<file path="src/ttm_pkg.sv">
`timescale 1ns / 1ps
// Shared types, constants and helper functions of the tolerance template matcher.
// Depends on nothing; used by ttm_ctrl, ttm_datapath and tolerance_template_matcher.
package ttm_pkg;

   localparam int DEFAULT_TABLE_DEPTH = 16;

   localparam int FLEX_W    = 8;
   localparam int AXIS_W    = 16;
   localparam int INDEX_W   = 4;
   localparam int ENTRIES_W = 5;
   localparam int WORD_W    = 5;
   localparam int CSR_IDX_W = 3;
   localparam int CSR_DAT_W = 16;

   localparam logic [FLEX_W-1:0]    FLEX_TOL_RESET = 8'd10;
   localparam logic [AXIS_W-1:0]    AXIS_TOL_RESET = 16'd25;
   localparam logic [ENTRIES_W-1:0] ENTRIES_RESET  = 5'd16;

   localparam logic CMD_LOAD  = 1'b0;
   localparam logic CMD_QUERY = 1'b1;

   localparam logic [CSR_IDX_W-1:0] CSR_FLEX_TOL = 3'd0;
   localparam logic [CSR_IDX_W-1:0] CSR_X_TOL    = 3'd1;
   localparam logic [CSR_IDX_W-1:0] CSR_Y_TOL    = 3'd2;
   localparam logic [CSR_IDX_W-1:0] CSR_Z_TOL    = 3'd3;
   localparam logic [CSR_IDX_W-1:0] CSR_ENTRIES  = 3'd4;

   typedef struct packed {
      logic [FLEX_W-1:0]        flex;
      logic signed [AXIS_W-1:0] x;
      logic signed [AXIS_W-1:0] y;
      logic signed [AXIS_W-1:0] z;
   } entry_type;

   // Controller to datapath
   typedef struct packed {
      logic load_write;
      logic query_start;
      logic scan_issue;
      logic finish;
      logic found;
      logic publish;
      logic from_held;
   } ctrl_cmd_type;

   // Datapath to controller
   typedef struct packed {
      logic issue_done;
      logic cmp_valid;
      logic cmp_hit;
   } dp_status_type;

   function automatic logic [FLEX_W:0] abs_diff_flex(input logic [FLEX_W-1:0] a,
                                                     input logic [FLEX_W-1:0] b);
      logic [FLEX_W:0] d;
      d = {1'b0, a} - {1'b0, b};
      return d[FLEX_W] ? (~d + {{FLEX_W{1'b0}}, 1'b1}) : d;
   endfunction

   function automatic logic [AXIS_W:0] abs_diff_axis(input logic [AXIS_W-1:0] a,
                                                     input logic [AXIS_W-1:0] b);
      logic [AXIS_W:0] d;
      d = {a[AXIS_W-1], a} - {b[AXIS_W-1], b};
      return d[AXIS_W] ? (~d + {{AXIS_W{1'b0}}, 1'b1}) : d;
   endfunction

endpackage

</file>
<file path="src/ttm_datapath.sv">
`timescale 1ns / 1ps
// Datapath: template memory with per-entry valid bits, query reading, scan
// pointer, tolerance compare and result registers. Depends on ttm_pkg.
module ttm_datapath #(
   parameter int TABLE_DEPTH = ttm_pkg::DEFAULT_TABLE_DEPTH
) (
   input  logic                           clock,
   input  logic                           reset,
   input  ttm_pkg::ctrl_cmd_type          cmd,
   output ttm_pkg::dp_status_type         status,
   input  logic [ttm_pkg::INDEX_W-1:0]    req_entry_index,
   input  logic [ttm_pkg::FLEX_W-1:0]     req_flex_value,
   input  logic signed [ttm_pkg::AXIS_W-1:0] req_x_value,
   input  logic signed [ttm_pkg::AXIS_W-1:0] req_y_value,
   input  logic signed [ttm_pkg::AXIS_W-1:0] req_z_value,
   input  logic [ttm_pkg::FLEX_W-1:0]     flex_tol,
   input  logic [ttm_pkg::AXIS_W-1:0]     x_tol,
   input  logic [ttm_pkg::AXIS_W-1:0]     y_tol,
   input  logic [ttm_pkg::AXIS_W-1:0]     z_tol,
   input  logic [ttm_pkg::ENTRIES_W-1:0]  entries_in_use,
   output logic                           rsp_matched,
   output logic [ttm_pkg::WORD_W-1:0]     rsp_word_number
);
   import ttm_pkg::*;

   localparam int AW = (TABLE_DEPTH > 1) ? $clog2(TABLE_DEPTH) : 1;
   localparam int CW = $clog2(TABLE_DEPTH + 1);

   entry_type             mem [TABLE_DEPTH];
   logic [TABLE_DEPTH-1:0] vld_ff;

   entry_type   query_ff;
   logic [CW-1:0] count_ff, count_in;
   logic [CW-1:0] rd_ptr_ff;
   logic [AW-1:0] rd_addr;
   logic [AW-1:0] wr_addr;
   logic          wr_in_range;

   entry_type     rd_entry_ff;
   logic          rd_vld_ff;
   logic          cmp_valid_ff;
   logic [AW-1:0] cmp_idx_ff;
   entry_type     seen;

   logic [FLEX_W:0] flex_d;
   logic [AXIS_W:0] x_d, y_d, z_d;
   logic            hit;

   logic              live_matched;
   logic [WORD_W-1:0] live_word;
   logic              held_matched_ff;
   logic [WORD_W-1:0] held_word_ff;
   logic              rsp_matched_ff;
   logic [WORD_W-1:0] rsp_word_ff;

   assign wr_in_range = (32'(req_entry_index) < TABLE_DEPTH);
   assign wr_addr     = AW'(req_entry_index);
   assign rd_addr     = rd_ptr_ff[AW-1:0];

   always_comb begin
      if (32'(entries_in_use) > TABLE_DEPTH) begin
         count_in = CW'(TABLE_DEPTH);
      end else begin
         count_in = CW'(entries_in_use);
      end
   end

   // Template memory: written on load, read one entry per scan cycle
   always_ff @(posedge clock) begin
      if (cmd.load_write && wr_in_range) begin
         mem[wr_addr] <= '{flex: req_flex_value, x: req_x_value,
                           y: req_y_value, z: req_z_value};
      end
      if (cmd.scan_issue) begin
         rd_entry_ff <= mem[rd_addr];
      end
   end

   always_ff @(posedge clock) begin
      if (reset) begin
         vld_ff       <= '0;
         rd_ptr_ff    <= '0;
         cmp_valid_ff <= 1'b0;
      end else begin
         if (cmd.load_write && wr_in_range) begin
            vld_ff[wr_addr] <= 1'b1;
         end
         if (cmd.query_start) begin
            rd_ptr_ff <= '0;
         end else if (cmd.scan_issue) begin
            rd_ptr_ff <= rd_ptr_ff + CW'(1);
         end
         cmp_valid_ff <= cmd.scan_issue;
      end
   end

   always_ff @(posedge clock) begin
      if (cmd.query_start) begin
         query_ff <= '{flex: req_flex_value, x: req_x_value,
                       y: req_y_value, z: req_z_value};
         count_ff <= count_in;
      end
      if (cmd.scan_issue) begin
         rd_vld_ff  <= vld_ff[rd_addr];
         cmp_idx_ff <= rd_addr;
      end
   end

   // An entry never loaded reads as the cleared template
   assign seen = rd_vld_ff ? rd_entry_ff : '0;

   always_comb begin
      flex_d = abs_diff_flex(query_ff.flex, seen.flex);
      x_d    = abs_diff_axis(query_ff.x, seen.x);
      y_d    = abs_diff_axis(query_ff.y, seen.y);
      z_d    = abs_diff_axis(query_ff.z, seen.z);
      hit    = (flex_d <= {1'b0, flex_tol}) && (x_d <= {1'b0, x_tol}) &&
               (y_d <= {1'b0, y_tol}) && (z_d <= {1'b0, z_tol});
   end

   assign status.issue_done = (rd_ptr_ff == count_ff);
   assign status.cmp_valid  = cmp_valid_ff;
   assign status.cmp_hit    = hit;

   assign live_matched = cmd.found;
   assign live_word    = cmd.found ? WORD_W'({1'b0, cmp_idx_ff} + (AW + 1)'(1)) : '0;

   always_ff @(posedge clock) begin
      if (cmd.finish) begin
         held_matched_ff <= live_matched;
         held_word_ff    <= live_word;
      end
      if (cmd.publish) begin
         rsp_matched_ff <= cmd.from_held ? held_matched_ff : live_matched;
         rsp_word_ff    <= cmd.from_held ? held_word_ff : live_word;
      end
   end

   assign rsp_matched     = rsp_matched_ff;
   assign rsp_word_number = rsp_word_ff;

endmodule

</file>
<file path="src/ttm_ctrl.sv">
`timescale 1ns / 1ps
// Controller: accepts words, sequences the template scan and owns the
// result valid. Depends on ttm_pkg.
module ttm_ctrl (
   input  logic                   clock,
   input  logic                   reset,
   input  logic                   req_valid,
   input  logic                   req_command,
   output logic                   req_stall,
   output logic                   rsp_valid,
   input  logic                   rsp_stall,
   input  ttm_pkg::dp_status_type status,
   output ttm_pkg::ctrl_cmd_type  cmd
);
   import ttm_pkg::*;

   typedef enum logic [1:0] {
      IDLE,
      SCAN,
      REPORT
   } state_type;

   state_type state_ff, state_in;
   logic      rsp_valid_ff, rsp_valid_in;
   logic      accept;
   logic      out_free;
   logic      done_hit;
   logic      done_miss;

   assign req_stall = (state_ff != IDLE);
   assign rsp_valid = rsp_valid_ff;
   assign accept    = req_valid && (state_ff == IDLE);
   assign out_free  = !rsp_valid_ff || !rsp_stall;

   always_comb begin
      done_hit  = (state_ff == SCAN) && status.cmp_valid && status.cmp_hit;
      // no compare hit: nothing left in flight and every entry issued
      done_miss = (state_ff == SCAN) && status.issue_done && !status.cmp_valid;

      cmd.load_write  = accept && (req_command == CMD_LOAD);
      cmd.query_start = accept && (req_command == CMD_QUERY);
      cmd.scan_issue  = (state_ff == SCAN) && !status.issue_done;
      cmd.finish      = done_hit || done_miss;
      cmd.found       = done_hit;
      cmd.from_held   = (state_ff == REPORT);
      cmd.publish     = out_free && (cmd.finish || (state_ff == REPORT));

      state_in = state_ff;
      case (state_ff)
         IDLE: begin
            if (cmd.query_start) begin
               state_in = SCAN;
            end
         end
         SCAN: begin
            if (cmd.finish) begin
               state_in = out_free ? IDLE : REPORT;
            end
         end
         REPORT: begin
            if (out_free) begin
               state_in = IDLE;
            end
         end
         default: state_in = IDLE;
      endcase

      if (cmd.publish) begin
         rsp_valid_in = 1'b1;
      end else if (!rsp_stall) begin
         rsp_valid_in = 1'b0;
      end else begin
         rsp_valid_in = rsp_valid_ff;
      end
   end

   always_ff @(posedge clock) begin
      if (reset) begin
         state_ff     <= IDLE;
         rsp_valid_ff <= 1'b0;
      end else begin
         state_ff     <= state_in;
         rsp_valid_ff <= rsp_valid_in;
      end
   end

endmodule

</file>
<file path="src/tolerance_template_matcher.sv">
`timescale 1ns / 1ps
// Tolerance template matcher, top level: configuration registers, controller, datapath.
// Load word: written to the table on accept, no result. Query word: one template read per cycle;
// the scan stops at the first hit (word number index+1), a miss gives matched 0, word 0.
// The next word is taken once the result registers; a stalled output holds it in REPORT.
// Synchronous reset: tolerances 10/25/25/25, 16 entries in use, table reads all zero.
// Depends on ttm_pkg, ttm_ctrl and ttm_datapath.
module tolerance_template_matcher #(
   parameter int TABLE_DEPTH = ttm_pkg::DEFAULT_TABLE_DEPTH
) (
   input  logic                              clock,
   input  logic                              reset,
   input  logic                              req_valid,
   output logic                              req_stall,
   input  logic                              req_command,
   input  logic [ttm_pkg::INDEX_W-1:0]       req_entry_index,
   input  logic [ttm_pkg::FLEX_W-1:0]        req_flex_value,
   input  logic signed [ttm_pkg::AXIS_W-1:0] req_x_value,
   input  logic signed [ttm_pkg::AXIS_W-1:0] req_y_value,
   input  logic signed [ttm_pkg::AXIS_W-1:0] req_z_value,
   output logic                              rsp_valid,
   input  logic                              rsp_stall,
   output logic                              rsp_matched,
   output logic [ttm_pkg::WORD_W-1:0]        rsp_word_number,
   input  logic                              csr_wr_en,
   input  logic [ttm_pkg::CSR_IDX_W-1:0]     csr_index,
   input  logic [ttm_pkg::CSR_DAT_W-1:0]     csr_wr_data
);
   import ttm_pkg::*;

   logic [FLEX_W-1:0]    flex_tol_ff;
   logic [AXIS_W-1:0]    x_tol_ff;
   logic [AXIS_W-1:0]    y_tol_ff;
   logic [AXIS_W-1:0]    z_tol_ff;
   logic [ENTRIES_W-1:0] entries_ff;

   ctrl_cmd_type  cmd;
   dp_status_type status;

   always_ff @(posedge clock) begin
      if (reset) begin
         flex_tol_ff <= FLEX_TOL_RESET;
         x_tol_ff    <= AXIS_TOL_RESET;
         y_tol_ff    <= AXIS_TOL_RESET;
         z_tol_ff    <= AXIS_TOL_RESET;
         entries_ff  <= ENTRIES_RESET;
      end else if (csr_wr_en) begin
         case (csr_index)
            CSR_FLEX_TOL: flex_tol_ff <= csr_wr_data[FLEX_W-1:0];
            CSR_X_TOL:    x_tol_ff    <= csr_wr_data[AXIS_W-1:0];
            CSR_Y_TOL:    y_tol_ff    <= csr_wr_data[AXIS_W-1:0];
            CSR_Z_TOL:    z_tol_ff    <= csr_wr_data[AXIS_W-1:0];
            CSR_ENTRIES:  entries_ff  <= csr_wr_data[ENTRIES_W-1:0];
            default: ;
         endcase
      end
   end

   ttm_ctrl u_ctrl (
      .clock       (clock),
      .reset       (reset),
      .req_valid   (req_valid),
      .req_command (req_command),
      .req_stall   (req_stall),
      .rsp_valid   (rsp_valid),
      .rsp_stall   (rsp_stall),
      .status      (status),
      .cmd         (cmd)
   );

   ttm_datapath #(
      .TABLE_DEPTH (TABLE_DEPTH)
   ) u_datapath (
      .clock           (clock),
      .reset           (reset),
      .cmd             (cmd),
      .status          (status),
      .req_entry_index (req_entry_index),
      .req_flex_value  (req_flex_value),
      .req_x_value     (req_x_value),
      .req_y_value     (req_y_value),
      .req_z_value     (req_z_value),
      .flex_tol        (flex_tol_ff),
      .x_tol           (x_tol_ff),
      .y_tol           (y_tol_ff),
      .z_tol           (z_tol_ff),
      .entries_in_use  (entries_ff),
      .rsp_matched     (rsp_matched),
      .rsp_word_number (rsp_word_number)
   );

endmodule
</file>
<file path="config.mk">
export PLATFORM = sky130hd
export DESIGN_NAME = tolerance_template_matcher
export DESIGN_NICKNAME = d
export VERILOG_FILES = /design/src/ttm_pkg.sv /design/src/ttm_datapath.sv /design/src/ttm_ctrl.sv /design/src/tolerance_template_matcher.sv
export SDC_FILE = /design/constraint.sdc
export NUM_CORES = 1
export LEC_CHECK = 0
export BUFFER_PORTS_ARGS = -buffer_cell sky130_fd_sc_hd__buf_2
export CAP_MARGIN = 20
export CELL_PAD_IN_SITES_DETAIL_PLACEMENT = 1
export CELL_PAD_IN_SITES_GLOBAL_PLACEMENT = 2
export CORE_ASPECT_RATIO = 0.6
export CORE_MARGIN = 2
export CORE_UTILIZATION = 48
export CTS_CLUSTER_DIAMETER = 40
export CTS_CLUSTER_SIZE = 10
export DETAILED_ROUTE_END_ITERATION = 8
export PLACE_DENSITY_LB_ADDON = 0.1
export SLEW_MARGIN = 40
export SYNTH_ARGS = -nofsm -noshare
export SYNTH_HDL_FRONTEND = slang
export SYNTH_SLANG_ARGS = --single-unit
</file>
<file path="constraint.sdc">
create_clock -name clock -period 7.4 [get_ports clock]
set_input_delay 1.48 -clock clock [delete_from_list [all_inputs] [get_ports clock]]
set_output_delay 1.48 -clock clock [all_outputs]
set_load 0.005 [all_outputs]
</file>
==> results.sh <==
export IMPL_status="finished, final reports clean"
export IMPL_grt_pass1_wl_mm=183
export IMPL_nNetsFinal=3051
export IMPL_post_dp_hpwl_mm=75.5
export IMPL_yosysMostFrequentCell="edfxtp_1"
export IMPL_finalWorstPathRequiredPeriod_ns=6.81
export IMPL_synth_distinct_cells=98
export IMPL_ys_seq_area_frac=0.696
export IMPL_clk_latency_ns=0.75
export IMPL_r2r_cells=22
export IMPL_hold_depth=2
export IMPL_synth_main_ff_cell="edfxtp_1"
export IMPL_cts_root_buf="clkbuf_16"
export IMPL_max_freq_ghz=0.147
export IMPL_hold_violations=0
export IMPL_cts_tree="built"
export IMPL_syn_nets=2881
export IMPL_io_pins=93
export IMPL_grt_max_degree=108
export IMPL_postCtsSetupRepairBufs=0
export IMPL_ys_ff_latch=1116
export IMPL_use_met3=0.0556
export IMPL_netlist_instances=2674
export IMPL_portBuffers=92
export IMPL_start_util=0.486
export IMPL_slew_viol_final=0
export IMPL_cts_hold_buf=0
export IMPL_final_util=0.553
export IMPL_multiInputGateArea_um2=13600
export IMPL_p_per_area_nw_per_um2=267
export IMPL_core_area_um2=96500
export IMPL_die_h_um=246
export IMPL_cts_path_max_buffers=3
export IMPL_syn_avg_cell_area_um2=17.5
export IMPL_synth_edf_count=1030
export IMPL_cts_inserted_buffers=139
export IMPL_post_route_period_util=0.921
export IMPL_drt_wl_total_mm=124
export IMPL_yosys_top_cells_area="edfxtp_1 (66%), mux4_2 (14%), dfxtp_1 (3.7%), ha_1 (3.1%), nand2_1 (1.9%)"
export IMPL_seq_area_um2=32700
export IMPL_synth_common_cells="edfxtp_1 (1030), mux4_2 (285), nand2_1 (232)"
export IMPL_drt_iter0_markers=2456
export IMPL_first_pass_iters=5
export IMPL_endpoint_kind="flop"
export IMPL_grt_use_met2=0.370
export IMPL_antenna_found_initial=6
export IMPL_yosysTopAreaCell="edfxtp_1"
export IMPL_busiest_layer="met1"
export IMPL_rows=88
export IMPL_setup_viol=0
export IMPL_grt_pass1_vias=26500
export IMPL_p_leak_uw=0.0171
export IMPL_cp_max_fo=38
export IMPL_max_slew_margin_rel=0.417
export IMPL_crit_type="reg2reg"
export IMPL_netlist_area_leader_share=0.660
export IMPL_fin_worst_skew_ns=0.0283
export IMPL_die_area_um2=100000
export IMPL_drive_gt1_frac=0.233
export IMPL_place_congestion=0.866
export IMPL_drc_errors=0
export IMPL_grt_total_usage=0.253
export IMPL_worst_pin_slew_ns=0.874
export IMPL_cp_start_kind="flop"
export IMPL_viasPerCell=6.04
export IMPL_drv_cap=0
export IMPL_ctsResizeCount=0
export IMPL_die_width_um=408
export IMPL_routedWlPerCell_um=29.5
export IMPL_cts_sinks=1116
export IMPL_hold_class="reg2reg"
export IMPL_area_growth_pct=13.8
export IMPL_ys_warn_count=0
export IMPL_vias=25400
export IMPL_cp_required_ns=8.02
export IMPL_finalSetupTns_ns=0
export IMPL_ir_drop_uv=225
export IMPL_htreeDepth=4
export IMPL_async_flop_share=0
export IMPL_rsz0062_at_grt="false"
export IMPL_fill_cells=8651
export IMPL_clk_pin_slew_ns=0.05
export IMPL_grtUsageMet1=0.386
export IMPL_postRouteAntennaNets=0
export IMPL_arrival_ns=7.43
export IMPL_synthesis_area_um2=46900
export IMPL_gr_total_overflow=0
critical path, cell delays in order, from the launching register on:
cell,delay [ns]
edfxtp_1,0.39
buf_6,0.33
nand2_1,0.17
fa_1,0.45
a21o_1,0.21
a221oi_2,0.41
o21ai_1,0.15
xor2_1,0.18
nor4_2,0.43
nand4_1,0.27
o41ai_1,0.49
xnor2_1,0.13
ha_1,0.32
nand2_1,0.07
nor4_1,0.43
nand4_1,0.15
a21oi_1,0.20
o221ai_1,0.24
a211o_2,0.39
a31oi_2,0.36
nand3_2,0.27
buf_4,0.28
a211oi_1,0.34
logic make-up after synthesis:
logic type	synth area share
multiplexers	0.139
flip-flops	0.696
AO/OA/AOI/OAI	0.0444
XOR/XNOR	0.0166
adder cells (fa/ha/maj)	0.0332
buffers and inverters	0.0170
AND/OR/NAND/NOR	0.0539
cells in the final DEF (no fill, tap or decap), drive strengths merged, types with 20 or more instances in the layout:
cell and n:
ha 118, a21oi 120, xnor2 58, edfxtp 1030, nand2 234, nand3 26, nor2b 20, nand4 23
mux4 285, a21o 22, inv 97, clkbuf 165, nor2 131, buf 143, nor3 22, o21ai 47
xor2 31, dfxtp 86, clkinv 20
worst paths after layout:
check | start | endpoint | slack [ns]
worst max-delay path | u_datapath.rd_vld_ff | u_ctrl.state_ff[1] | 0.59
worst min-delay path | z_tol_ff[2] | z_tol_ff[2] | 0.46
worst max register to register | u_datapath.rd_vld_ff | u_ctrl.state_ff[1] | 0.59
worst min register to register | z_tol_ff[2] | z_tol_ff[2] | 0.46
per-stage QoR:
step	cell area [µm²]	power, µW	instances	worst slack, ns	hold WS, ns
2_1_floorplan	46900	7840	2674	0.810	0.406
3_3_place_gp	49000	8160	4000	0.501	0.445
3_5_place_dp	49200	8220	4007	0.345	0.451
4_1_cts	53300	14400	4209	0.349	0.458
5_1_grt	53400	14800	4210	0.196	0.474
6_report	53400	14300	4212	0.586	0.456
flip-flops by register name, indices dropped and copies added (netlist names), 8 cells and up:
signal,flops
z_tol_ff,16
u_datapath.query_ff,56
x_tol_ff,16
u_datapath.mem,896
flex_tol_ff,8
y_tol_ff,16
u_datapath.rd_entry_ff,56
u_datapath.vld_ff,16
layer usage:
layer / vias to the layer above / wire length [µm]
li1: 11000 / -
met3: 156 / 8480
met4: 4 / 2050
met1: 13500 / 58800
met2: 819 / 54700
met5: - / 23
report_power, final:
part	internal, µW	switching (µW)
logic	429	658
clock network	3630	2550
registers	6970	34.5
total	11000	3240
layout make-up:
type                    count  area share
clock buffers             165      0.0684
multi-input cells        1356       0.255
flip-flops and latches   1116       0.612
repair buffers            143      0.0197
diodes                      2   0.0000938
well taps                1305      0.0306
inverters                  88     0.00624
clock inverters            37     0.00797
Note: power is estimated with default switching activity, not from simulation.
